**config.mk**
```make
export PLATFORM = sky130hd
export DESIGN_NAME = receive_reorder_window_flat
export DESIGN_NICKNAME = d
export VERILOG_FILES = /design/src/sv/rrw_pkg.sv /design/src/sv/rrw_pkt_if.sv /design/src/sv/rrw_res_if.sv /design/src/sv/receive_reorder_window.sv /design/src/flat_wrapper.sv
export SDC_FILE = /design/constraint.sdc
export NUM_CORES = 1
export LEC_CHECK = 0
export ABC_AREA = 1
export BUFFER_PORTS_ARGS = -buffer_cell sky130_fd_sc_hd__buf_4
export CAP_MARGIN = 20
export CORE_ASPECT_RATIO = 1.1
export CORE_MARGIN = 2
export CORE_UTILIZATION = 30
export CTS_BUF_LIST = sky130_fd_sc_hd__clkbuf_4 sky130_fd_sc_hd__clkbuf_8
export DETAILED_ROUTE_END_ITERATION = 10
export PLACE_DENSITY = 0.42
export SYNTH_ARGS = -nofsm -noshare
export SYNTH_HDL_FRONTEND = slang
export SYNTH_SLANG_ARGS = --single-unit
```
**constraint.sdc**
```tcl
create_clock -name clk -period 11 [get_ports clk]
set_input_delay 1.65 -clock clk [delete_from_list [all_inputs] [get_ports clk]]
set_output_delay 1.65 -clock clk [all_outputs]
set_load 0.02 [all_outputs]
```
**src/sv/rrw_pkg.sv**
```systemverilog
// ----------------------------------------------------------------------------
// rrw_pkg
// Shared types and constants for the receive reorder window.
// ----------------------------------------------------------------------------
package rrw_pkg;

    localparam int SEQ_W   = 32;
    localparam int LEN_W   = 10;
    localparam int SPACE_W = 16;
    localparam int WIN_W   = 6;
    localparam int SLOT_W  = 5;

    localparam int HEADER_BYTES   = 16;
    localparam int MAX_PAYLOAD    = 1000;
    localparam int MAX_WINDOW_DEF = 32;

    localparam logic [WIN_W-1:0] WINDOW_RESET = WIN_W'(8);

    localparam logic FUNC_ARRIVE = 1'b0;
    localparam logic FUNC_RETRY  = 1'b1;

    localparam logic KIND_DELIVER = 1'b0;
    localparam logic KIND_ACK     = 1'b1;

    typedef enum logic [2:0] {
        ST_IDLE,
        ST_CHECK,
        ST_READ,
        ST_EVAL,
        ST_ACK
    } rrw_state_t;

endpackage

```
**src/sv/rrw_pkt_if.sv**
```systemverilog
// ----------------------------------------------------------------------------
// rrw_pkt_if
// Packet event channel: one transaction per arrival or retry.
// ----------------------------------------------------------------------------
interface rrw_pkt_if;
    import rrw_pkg::*;

    logic               valid;
    logic               ready;
    logic               func;
    logic [SEQ_W-1:0]   seq_number;
    logic [LEN_W-1:0]   packet_length;
    logic               length_matches;
    logic               checksum_ok;
    logic [SPACE_W-1:0] output_space;

    modport source (
        output valid, func, seq_number, packet_length, length_matches,
               checksum_ok, output_space,
        input  ready
    );

    modport sink (
        input  valid, func, seq_number, packet_length, length_matches,
               checksum_ok, output_space,
        output ready
    );
endinterface

```
**src/sv/rrw_res_if.sv**
```systemverilog
// ----------------------------------------------------------------------------
// rrw_res_if
// Result channel: one transaction per delivery or cumulative ack.
// ----------------------------------------------------------------------------
interface rrw_res_if;
    import rrw_pkg::*;

    logic              valid;
    logic              ready;
    logic              kind;
    logic [SEQ_W-1:0]  sequence_value;
    logic [SLOT_W-1:0] slot_index;
    logic [LEN_W-1:0]  byte_count;
    logic              end_of_stream;
    logic              last;

    modport source (
        output valid, kind, sequence_value, slot_index, byte_count,
               end_of_stream, last,
        input  ready
    );

    modport sink (
        input  valid, kind, sequence_value, slot_index, byte_count,
               end_of_stream, last,
        output ready
    );
endinterface

```
**src/sv/receive_reorder_window.sv**
```systemverilog
// ----------------------------------------------------------------------------
// receive_reorder_window
// Receive side of a sliding-window transport with selective-repeat buffering.
// ----------------------------------------------------------------------------
// A packet transaction that passes its checks is recorded in slot
// seq mod MAX_WINDOW when it falls inside the window; packets are then
// released in sequence order while the output space exceeds their byte
// count, and every accepted transaction ends with one cumulative ack.
// A dropped packet produces nothing. Payload bytes stay in an external
// buffer addressed by slot_index. Per-slot length and EOF flag live in a
// synchronous memory with a registered read, so a transaction steps through
// capture, check and the first slot read, then one read and evaluation per
// released packet, then the final slot evaluation and the ack; it waits
// while the result side stalls. A dropped packet goes from the check back
// to idle. A new transaction is taken only after the ack has been loaded
// into the output register, or after a packet has been dropped.
// ----------------------------------------------------------------------------
module receive_reorder_window #(
    parameter int MAX_WINDOW = rrw_pkg::MAX_WINDOW_DEF
) (
    input  logic                       clk,
    input  logic                       rst_n,
    input  logic                       cfg_we,
    input  logic [rrw_pkg::WIN_W-1:0]  cfg_wdata,
    rrw_pkt_if.sink                    pkt,
    rrw_res_if.source                  res
);
    import rrw_pkg::*;

    localparam int AW = (MAX_WINDOW > 1) ? $clog2(MAX_WINDOW) : 1;
    localparam int SW = AW + 1;
    localparam int MW = LEN_W + 1;
    localparam logic [AW-1:0]    SLOT_RESET = AW'(1 % MAX_WINDOW);
    localparam logic [AW-1:0]    SLOT_LAST  = AW'(MAX_WINDOW - 1);
    localparam logic [SW-1:0]    WIN_SW     = SW'(MAX_WINDOW);
    localparam logic [SEQ_W-1:0] WIN_SEQ    = SEQ_W'(MAX_WINDOW);
    localparam logic [LEN_W-1:0] LEN_MIN    = LEN_W'(HEADER_BYTES);
    localparam logic [LEN_W-1:0] LEN_MAX    = LEN_W'(HEADER_BYTES + MAX_PAYLOAD);

    rrw_state_t state_reg, state_next;

    logic [WIN_W-1:0]      window_reg;
    logic [SEQ_W-1:0]      next_expected_reg, next_expected_next;
    logic [AW-1:0]         next_slot_reg, next_slot_next;
    logic                  finished_reg, finished_next;
    logic [MAX_WINDOW-1:0] slot_valid_reg, slot_valid_next;

    logic                  func_reg;
    logic [SEQ_W-1:0]      seq_reg;
    logic [LEN_W-1:0]      len_reg;
    logic                  len_ok_reg;
    logic                  ck_ok_reg;
    logic [SPACE_W-1:0]    space_reg, space_next;

    logic [MW-1:0]         mem [MAX_WINDOW];
    logic [MW-1:0]         rd_data_reg;

    logic                  out_valid_reg;
    logic                  out_kind_reg;
    logic [SEQ_W-1:0]      out_seq_reg;
    logic [SLOT_W-1:0]     out_slot_reg;
    logic [LEN_W-1:0]      out_bytes_reg;
    logic                  out_eos_reg;
    logic                  out_last_reg;

    logic                  drop;
    logic [SEQ_W-1:0]      offset;
    logic                  in_window;
    logic [SW-1:0]         slot_sum;
    logic [SW-1:0]         slot_wrap;
    logic [AW-1:0]         arr_slot;
    logic                  slot_free;
    logic [LEN_W-1:0]      rd_bytes;
    logic                  rd_eof;
    logic                  releasable;
    logic                  out_free;
    logic [AW+SLOT_W-1:0]  slot_wide;

    logic                  take;
    logic                  do_store;
    logic                  rd_en;
    logic                  do_deliver;
    logic                  do_ack;

    // Datapath terms
    assign drop = (func_reg == FUNC_ARRIVE) &&
                  (!len_ok_reg || !ck_ok_reg || (len_reg < LEN_MIN) ||
                   (len_reg > LEN_MAX) || finished_reg);
    assign offset    = seq_reg - next_expected_reg;
    assign in_window = (offset < {{(SEQ_W-WIN_W){1'b0}}, window_reg}) &&
                       (offset < WIN_SEQ);
    assign slot_sum  = {1'b0, next_slot_reg} + {1'b0, offset[AW-1:0]};
    assign slot_wrap = (slot_sum >= WIN_SW) ? (slot_sum - WIN_SW) : slot_sum;
    assign arr_slot  = slot_wrap[AW-1:0];
    assign slot_free = !slot_valid_reg[arr_slot];

    assign rd_bytes   = rd_data_reg[LEN_W-1:0];
    assign rd_eof     = rd_data_reg[LEN_W];
    assign releasable = slot_valid_reg[next_slot_reg] &&
                        ({{(SPACE_W-LEN_W){1'b0}}, rd_bytes} < space_reg);
    assign out_free   = !out_valid_reg || res.ready;
    assign slot_wide  = {{SLOT_W{1'b0}}, next_slot_reg};

    // Next state
    always_comb
    begin
        state_next = state_reg;
        case (state_reg)
            ST_IDLE:
            begin
                if (pkt.valid)
                begin
                    state_next = ST_CHECK;
                end
            end
            ST_CHECK:
            begin
                state_next = drop ? ST_IDLE : ST_READ;
            end
            ST_READ:
            begin
                state_next = ST_EVAL;
            end
            ST_EVAL:
            begin
                if (!releasable)
                begin
                    state_next = ST_ACK;
                end
                else if (out_free)
                begin
                    state_next = ST_READ;
                end
            end
            ST_ACK:
            begin
                if (out_free)
                begin
                    state_next = ST_IDLE;
                end
            end
            default:
            begin
                state_next = ST_IDLE;
            end
        endcase
    end

    // Control outputs
    always_comb
    begin
        take       = 1'b0;
        do_store   = 1'b0;
        rd_en      = 1'b0;
        do_deliver = 1'b0;
        do_ack     = 1'b0;
        case (state_reg)
            ST_IDLE:
            begin
                take = pkt.valid;
            end
            ST_CHECK:
            begin
                do_store = (func_reg == FUNC_ARRIVE) && !drop && in_window && slot_free;
            end
            ST_READ:
            begin
                rd_en = 1'b1;
            end
            ST_EVAL:
            begin
                do_deliver = releasable && out_free;
            end
            ST_ACK:
            begin
                do_ack = out_free;
            end
            default:
            begin
                take = 1'b0;
            end
        endcase
    end

    assign pkt.ready = (state_reg == ST_IDLE);

    // Window state updates
    always_comb
    begin
        next_expected_next = next_expected_reg;
        next_slot_next     = next_slot_reg;
        finished_next      = finished_reg;
        slot_valid_next    = slot_valid_reg;
        space_next         = space_reg;
        if (do_store)
        begin
            slot_valid_next[arr_slot] = 1'b1;
        end
        if (do_deliver)
        begin
            slot_valid_next[next_slot_reg] = 1'b0;
            next_expected_next = next_expected_reg + SEQ_W'(1);
            next_slot_next     = (next_slot_reg == SLOT_LAST) ? '0 : next_slot_reg + AW'(1);
            space_next         = space_reg - {{(SPACE_W-LEN_W){1'b0}}, rd_bytes};
            if (rd_eof)
            begin
                finished_next = 1'b1;
            end
        end
        if (take)
        begin
            space_next = pkt.output_space;
        end
    end

    always_ff @(posedge clk or negedge rst_n)
    begin
        if (!rst_n)
        begin
            state_reg         <= ST_IDLE;
            window_reg        <= WINDOW_RESET;
            next_expected_reg <= SEQ_W'(1);
            next_slot_reg     <= SLOT_RESET;
            finished_reg      <= 1'b0;
            slot_valid_reg    <= '0;
            out_valid_reg     <= 1'b0;
        end
        else
        begin
            state_reg         <= state_next;
            next_expected_reg <= next_expected_next;
            next_slot_reg     <= next_slot_next;
            finished_reg      <= finished_next;
            slot_valid_reg    <= slot_valid_next;
            if (cfg_we)
            begin
                window_reg <= cfg_wdata;
            end
            if (do_deliver || do_ack)
            begin
                out_valid_reg <= 1'b1;
            end
            else if (res.ready)
            begin
                out_valid_reg <= 1'b0;
            end
        end
    end

    // Capture the transaction and load the result register
    always_ff @(posedge clk)
    begin
        space_reg <= space_next;
        if (take)
        begin
            func_reg   <= pkt.func;
            seq_reg    <= pkt.seq_number;
            len_reg    <= pkt.packet_length;
            len_ok_reg <= pkt.length_matches;
            ck_ok_reg  <= pkt.checksum_ok;
        end
        if (do_deliver)
        begin
            out_kind_reg  <= KIND_DELIVER;
            out_seq_reg   <= next_expected_reg;
            out_slot_reg  <= slot_wide[SLOT_W-1:0];
            out_bytes_reg <= rd_bytes;
            out_eos_reg   <= rd_eof;
            out_last_reg  <= 1'b0;
        end
        else if (do_ack)
        begin
            out_kind_reg  <= KIND_ACK;
            out_seq_reg   <= next_expected_reg;
            out_slot_reg  <= '0;
            out_bytes_reg <= '0;
            out_eos_reg   <= 1'b0;
            out_last_reg  <= 1'b1;
        end
    end

    // Slot memory: byte count and EOF flag per slot
    always_ff @(posedge clk)
    begin
        if (do_store)
        begin
            mem[arr_slot] <= {(len_reg == LEN_MIN), len_reg - LEN_MIN};
        end
        if (rd_en)
        begin
            rd_data_reg <= mem[next_slot_reg];
        end
    end

    assign res.valid          = out_valid_reg;
    assign res.kind           = out_kind_reg;
    assign res.sequence_value = out_seq_reg;
    assign res.slot_index     = out_slot_reg;
    assign res.byte_count     = out_bytes_reg;
    assign res.end_of_stream  = out_eos_reg;
    assign res.last           = out_last_reg;

`ifndef SYNTHESIS
    a_ack_is_last: assert property (@(posedge clk) disable iff (!rst_n)
        res.valid |-> (res.last == (res.kind == KIND_ACK)))
        else $error("last flag disagrees with result kind");

    a_slot_in_range: assert property (@(posedge clk) disable iff (!rst_n)
        next_slot_reg <= SLOT_LAST)
        else $error("slot pointer beyond window");

    a_deliver_advances: assert property (@(posedge clk) disable iff (!rst_n)
        do_deliver |=> (next_expected_reg == $past(next_expected_reg) + SEQ_W'(1)))
        else $error("delivery did not advance next expected");

    a_busy_not_ready: assert property (@(posedge clk) disable iff (!rst_n)
        (state_reg != ST_IDLE) |-> !pkt.ready)
        else $error("packet channel ready while busy");
`endif

endmodule

```
**src/flat_wrapper.sv**
```systemverilog
// flat-port wrapper written by rule: the top's interface ports become plain ports
module receive_reorder_window_flat import rrw_pkg::*;
#(
    parameter int MAX_WINDOW = rrw_pkg::MAX_WINDOW_DEF
)
  (clk, rst_n, cfg_we, cfg_wdata, pkt_valid, pkt_func, pkt_seq_number, pkt_packet_length, pkt_length_matches, pkt_checksum_ok, pkt_output_space, pkt_ready, res_valid, res_kind, res_sequence_value, res_slot_index, res_byte_count, res_end_of_stream, res_last, res_ready);
  rrw_pkt_if pkt_i ();
  rrw_res_if res_i ();
  input  logic clk;
  input  logic rst_n;
  input  logic cfg_we;
  input  logic [rrw_pkg::WIN_W-1:0] cfg_wdata;
  input wire logic [$bits(pkt_i.valid)-1:0] pkt_valid;
  input wire logic [$bits(pkt_i.func)-1:0] pkt_func;
  input wire logic [$bits(pkt_i.seq_number)-1:0] pkt_seq_number;
  input wire logic [$bits(pkt_i.packet_length)-1:0] pkt_packet_length;
  input wire logic [$bits(pkt_i.length_matches)-1:0] pkt_length_matches;
  input wire logic [$bits(pkt_i.checksum_ok)-1:0] pkt_checksum_ok;
  input wire logic [$bits(pkt_i.output_space)-1:0] pkt_output_space;
  output wire logic [$bits(pkt_i.ready)-1:0] pkt_ready;
  output wire logic [$bits(res_i.valid)-1:0] res_valid;
  output wire logic [$bits(res_i.kind)-1:0] res_kind;
  output wire logic [$bits(res_i.sequence_value)-1:0] res_sequence_value;
  output wire logic [$bits(res_i.slot_index)-1:0] res_slot_index;
  output wire logic [$bits(res_i.byte_count)-1:0] res_byte_count;
  output wire logic [$bits(res_i.end_of_stream)-1:0] res_end_of_stream;
  output wire logic [$bits(res_i.last)-1:0] res_last;
  input wire logic [$bits(res_i.ready)-1:0] res_ready;
  assign pkt_i.valid = pkt_valid;
  assign pkt_i.func = pkt_func;
  assign pkt_i.seq_number = pkt_seq_number;
  assign pkt_i.packet_length = pkt_packet_length;
  assign pkt_i.length_matches = pkt_length_matches;
  assign pkt_i.checksum_ok = pkt_checksum_ok;
  assign pkt_i.output_space = pkt_output_space;
  assign pkt_ready = pkt_i.ready;
  assign res_valid = res_i.valid;
  assign res_kind = res_i.kind;
  assign res_sequence_value = res_i.sequence_value;
  assign res_slot_index = res_i.slot_index;
  assign res_byte_count = res_i.byte_count;
  assign res_end_of_stream = res_i.end_of_stream;
  assign res_last = res_i.last;
  assign res_i.ready = res_ready;
  receive_reorder_window #(.MAX_WINDOW(MAX_WINDOW)) u_core (.clk(clk), .rst_n(rst_n), .cfg_we(cfg_we), .cfg_wdata(cfg_wdata), .pkt(pkt_i), .res(res_i));
endmodule
```
# Word level (Yosys, flattened, before mapping)
# Memories as Yosys holds them, arrays and structs flattened. A register that Yosys moved wholly into a read port is not among the register bits.
# Cells that the tools add are included.
# totals
regBits	190
ramBits	352
output_inout_bits	52
memories	1
# mem_list
memory	depth	width	rd	rd_clocked_by_memory_dff	write_ports	line	rtl
u_core.mem	32	11	1	1	1	receive_reorder_window.sv:55	logic [MW-1:0] mem [MAX_WINDOW];
# classes
n_addsub	7
magnitude_cmp	10
eq_ne	9
muxes	37
bitwise	4
reduce_logical	26
# op_table
op	n
32-bit 2-to-1 mux	4
32-bit by 1-bit adder with 32-bit output, second input constant	1
32-bit AND	1
32-bit by 6-bit < comparator with 1-bit output	1
32-bit by 6-bit < comparator with 1-bit output, second input constant	1
16-bit 2-to-1 mux	2
32-bit inverter	1
32-bit OR	1
32-bit subtractor	1
10-bit 2-to-1 mux	2
5-bit 2-to-1 mux	4
10-bit by 16-bit < comparator with 1-bit output	1
16-bit by 10-bit subtractor with 16-bit output	1
1-bit 2-to-1 mux	15
3-bit one-hot mux with 5 select lines	1
5-bit by 6-bit < comparator with 1-bit output, second input constant	2
3-bit 2-to-1 mux	4
1-bit binary-select mux with 5-bit select	2
1-bit demux with 5-bit select	2
10-bit by 5-bit equality test with 1-bit output, second input constant	1
5-bit by 1-bit greater-or-equal comparator with 1-bit output, second input constant	2
10-bit greater-than comparator, second input constant	1
10-bit by 5-bit < comparator with 1-bit output, second input constant	1
10-bit by 5-bit subtractor with 10-bit output, second input constant	1
other kinds (20)	40

# Longest topological paths before layout
# depth
depth_word	14
mapped_depth	22
mapped_depth_nobuf	21

# Least setup slack after synthesis
# OpenSTA, ideal clock, no wires.
# synth_timing
path_type	input -> register
start	in res_ready
end	reg u_core.out_bytes_reg[0], in the netlist u_core.res.byte_count[0], enable pin
setup_time_ps	520
arrival_time_ps	5118
required_ps	10480
slack_ps	5362
path_stages	2
path_buffers	0
path_cell_list	nor2_1 > o21ai_0
# synth_via
elab_chain_cells	4
word_cells_on_any_way	5
# synth_lines
element	line	rtl
start: declaration	flat_wrapper.sv:28	input wire logic [$bits(res_i.ready)-1:0] res_ready;
1-bit logical OR (*)	receive_reorder_window.sv:101	assign out_free = !out_valid_reg || res.ready;
1-bit logical AND	receive_reorder_window.sv:172	do_deliver = releasable && out_free;
1-bit 2-to-1 mux	receive_reorder_window.sv:157	case (state_reg)
2-bit nonzero test (no source line) (*)	-	
end signal: assignment	receive_reorder_window.sv:267	out_bytes_reg <= rd_bytes;
end: declaration	receive_reorder_window.sv:62	logic [LEN_W-1:0] out_bytes_reg;
# Mark *: on every way between the ends. The rest lies on a longest branch, timed or not.
# A chain may end at the register's enable or synchronous reset.

# Final worst setup path
# layout_timing
start	reg u_core.next_slot_reg[0]
end	mem u_core.mem[1][1] in the netlist's numbering, enable pin
# layout_via
elab_chain_cells	10
word_cells_on_any_way	11
# layout_lines
element	line	rtl
start: declaration	receive_reorder_window.sv:44	logic [AW-1:0] next_slot_reg, next_slot_next;
start signal: assignment	receive_reorder_window.sv:232	next_slot_reg <= next_slot_next;
5-bit by 5-bit adder with 6-bit output (*)	receive_reorder_window.sv:92	assign slot_sum = {1'b0, next_slot_reg} + {1'b0, offset[AW-1:0]};
5-bit by 1-bit subtractor with 5-bit output or 6-bit greater-or-equal comparator (tied branches)	receive_reorder_window.sv:93	assign slot_wrap = (slot_sum >= WIN_SW) ? (slot_sum - WIN_SW) : slot_sum;
5-bit 2-to-1 mux (*)	receive_reorder_window.sv:93	
1-bit binary-select mux with 5-bit select	receive_reorder_window.sv:95	assign slot_free = !slot_valid_reg[arr_slot];
1-bit 2-to-1 mux (not written as such)	receive_reorder_window.sv:95	
1-bit zero test	receive_reorder_window.sv:95	
1-bit logical AND	receive_reorder_window.sv:164	do_store = (func_reg == FUNC_ARRIVE) && !drop && in_window && slot_free;
1-bit 2-to-1 mux	receive_reorder_window.sv:157	
1-bit 2-to-1 mux	receive_reorder_window.sv:285	if (do_store)
1-bit 2-to-1 mux (not written as such)	receive_reorder_window.sv:287	mem[arr_slot] <= {(len_reg == LEN_MIN), len_reg - LEN_MIN};
end: declaration	receive_reorder_window.sv:55	
# Mark *: on every way between the ends. The rest lies on a longest branch, timed or not. The select of a mux whose other input is x is not followed.

==> results.ini <==
[floorplan]
die_area_sq_mm=0.0901
die_h_microns=315
core-area_sq_mm=0.0867
fp-row-count=113
dieWidth_microns=286
boundaryPins=124
initial_utilization=0.304

[placement]
place_hpwl_microns=57500
io_buffers=123
dpl_cell_area_sq_mm=0.0285
gp_congestion=0.902
place_ws_ns=5.00

[clock_network]
tritoncts=yes
cts_buffers=98
clock-root-buffer=clkbuf_8
postCtsSetupBuffers=0
clkLatencyLatePin_ns=0.73
cts.reportedPaths.clkPinSlew_ns=0.06
clock_path_buffers=3
clkSinkCount=553
cts_hold_buffers=0
cts_resized=0
htreeDepth=3

[synth]
synth_fp_nets=2728
synth_top_area_cell=edfxtp_1
yosys.area.top_type_share=0.538
synth-edff-count=472
synthesis.area_sq_mm=0.0263
synth_top_flop_cell=edfxtp_1
synth_cell_types=57
yosys_warnings=0
syn_area_per_cell_sq_um=10.1
ys_seq_area_frac=0.615
ys_async_sr_fraction=0.145
synth_area_leaders=edfxtp_1 (54%), dfrtp_1 (7.3%), nand2_1 (6.3%)
syn-instance-count=2595
ys_ff_latch=553

[worst_setup_path]
worstPathArrival_ns=6.34
critPathCaptureType=register
worstPathMaxFanout=145
crit_required_ns=11.33
start_kind=register
path_class=register to register
slowest_delay_ns=1.04
crit_family=simple AND/OR/NAND/NOR gates
crit_path_top_delay_cell=nor2_1
reg2reg_slack_ns=4.99
crit_chain=buf_12 > ha_1 > fa_1 > inv_1 > nor2_1 > inv_1 > o22ai_1 > o21ai_0 > nand2_1 > nand3_1 > nand4_1 > nor3b_2 > nand3_4 > nor2_1
crit_buf_inv=3

[finish]
nNetsFinal=2877
largest_register_ffs=352
regArea_sq_mm=0.0162
multi_input_area_sq_mm=0.00863
fin_area_sq_mm=0.0305
fill_cells=8749
drive_gt1_frac=0.130
largest-register=u_core.mem
final_util=0.352
syn_to_final_growth_pct=15.9

[sta]
fin_ws_ns=4.99
period_needed_ns=6.01
fin_crit_sh=0.546
rsz0062_at_grt=no
fmax_ghz=0.166
final.setup_skew_ns=0.0298
tightest_slew_ns=1.11
slew_headroom=0.258
setup_violations=0
drv_slew=0
holdWs_ns=0.459
fin_setup_tns_ns=0
finalHoldViolCount=0

[grt]
grt_max_degree=146
grt_antenna_before_repair=2
grt_use_total=0.185
grt_pass1_wl_microns=124000
grt-ovfl-total=0
first_global_vias=19492

[routing]
met2_length_microns=42600
drcViolationCount=0
wl_per_cell_microns=21.1
route.met3.wl_microns=3600
wl_met1_microns=34200
routed.top_layer=met5
ant_nets=0
via_per_inst=4.89
via_count=19428
dr.pass1.iters=5
first_iter_violations=1430
wirelength_microns=84000

[power_and_ir_drop]
leakagePower_nw=11.8
power_density_mw_per_mm2=290
ir_drop_mv=0.168

[flow_run]
cap_viol_max_count=0

[run_status]
outcome=finished clean

[worst_hold_path]
hp-class=register to register

layer usage:
metal / up-vias / GRT usage
li1: 9277 / -
met3: 166 / 0.0266
met4: 2 / 0.0872
met5: - / 0
met1: 9473 / 0.221
met2: 510 / 0.327
synthesized netlist by cell type (38+ instances only):
cell      number
a21oi_1       79
clkbuf_1      67
dfrtp_1       77
edfxtp_1     472
ha_1          58
inv_1        287
nand2_1      440
nand3_1       66
nand4_1       60
nor2_1       384
o21ai_0      246
o22ai_1       97
xor2_1        38
per-stage QoR:
step                std cells  power [mW]
finish                   3975        8.83
global route             3974        9.46
detailed placement       3793        6.93
CTS                      3970        8.94
global placement         3793        6.91
floorplan                2595        5.51
worst paths after layout:
path / from / end / cells after the start
hold reg to reg: u_core.next_expected_reg[30] / u_core.res.sequence_value[30] / 0
max in group asynchronous: rst_n / u_core.next_slot_reg[1] / 2
min in group asynchronous: rst_n / u_core.next_expected_reg[3] / 1
setup / recovery: u_core.next_slot_reg[0] / u_core.mem[1][1] / 14
hold / removal: u_core.next_expected_reg[30] / u_core.res.sequence_value[30] / 0
setup reg to reg: u_core.next_slot_reg[0] / u_core.mem[1][1] / 14
logic make-up (layout without fill, tap and decap cells):
logic type	count (synthesis)	after routing	synth area share
flip-flops	553	553	0.615
buffers and inverters	391	617	0.0586
adder cells (fa/ha/maj)	61	61	0.0299
AND/OR/NAND/NOR	1048	1048	0.172
AO/OA/AOI/OAI	492	492	0.107
other	0	4	0
XOR/XNOR	49	49	0.0172
multiplexers	1	1	0.000428
layout by cell type, fill, tap and decap left out, types with 7 or more instances in the layout:
| cell | synthesis | routed |
|---|---|---|
| a221oi_1 | 22 | 22 |
| a22o_1 | 22 | 22 |
| xor2_1 | 38 | 36 |
| a21oi_1 | 79 | 79 |
| nor2_1 | 384 | 383 |
| nand3b_1 | 9 | 9 |
| dfrtp_1 | 77 | 76 |
| edfxtp_1 | 472 | 472 |
| o21ai_0 | 246 | 245 |
| clkbuf_4 | 0 | 33 |
| ha_1 | 58 | 58 |
| nor2_4 | 22 | 23 |
| nor3_1 | 35 | 35 |
| nand2_1 | 440 | 440 |
| o22ai_1 | 97 | 97 |
| clkbuf_8 | 0 | 107 |
| nand4_1 | 60 | 60 |
| o21ai_1 | 7 | 7 |
| clkinv_1 | 0 | 21 |
| buf_4 | 8 | 146 |
| clkinv_2 | 0 | 9 |
| inv_1 | 287 | 286 |
| nor4_1 | 7 | 7 |
| nand3_1 | 66 | 66 |
power breakdown:
group | total [mW] | leakage [nW] | internal [mW] | switching, mW
logic | 3.92 | 5.48 | 1.12 | 2.80
clock network | 1.98 | 1.06 | 1.10 | 0.877
registers | 2.94 | 5.23 | 2.71 | 0.227
worst register-to-register path: stages, from the launching register on:
cell     delay (ns)
dfstp_4        0.98
buf_12         0.63
ha_1           0.36
fa_1           0.46
inv_1          0.09
nor2_1         0.10
inv_1          0.32
o22ai_1        0.11
o21ai_0        0.26
nand2_1        0.12
nand3_1        0.12
nand4_1        0.10
nor3b_2        0.27
nand3_4        0.64
nor2_1         1.07
area by class of cell:
class	count	area share
Clock buffer	140	0.0564
Inverter	293	0.0361
Antenna cell	4	0.000328
Multi-Input combinational cell	1651	0.283
Tap cell	1150	0.0472
Sequential cell	553	0.531
Clock inverter	37	0.00911
Timing Repair Buffer	147	0.0366
(Power assumes the default switching activity.)
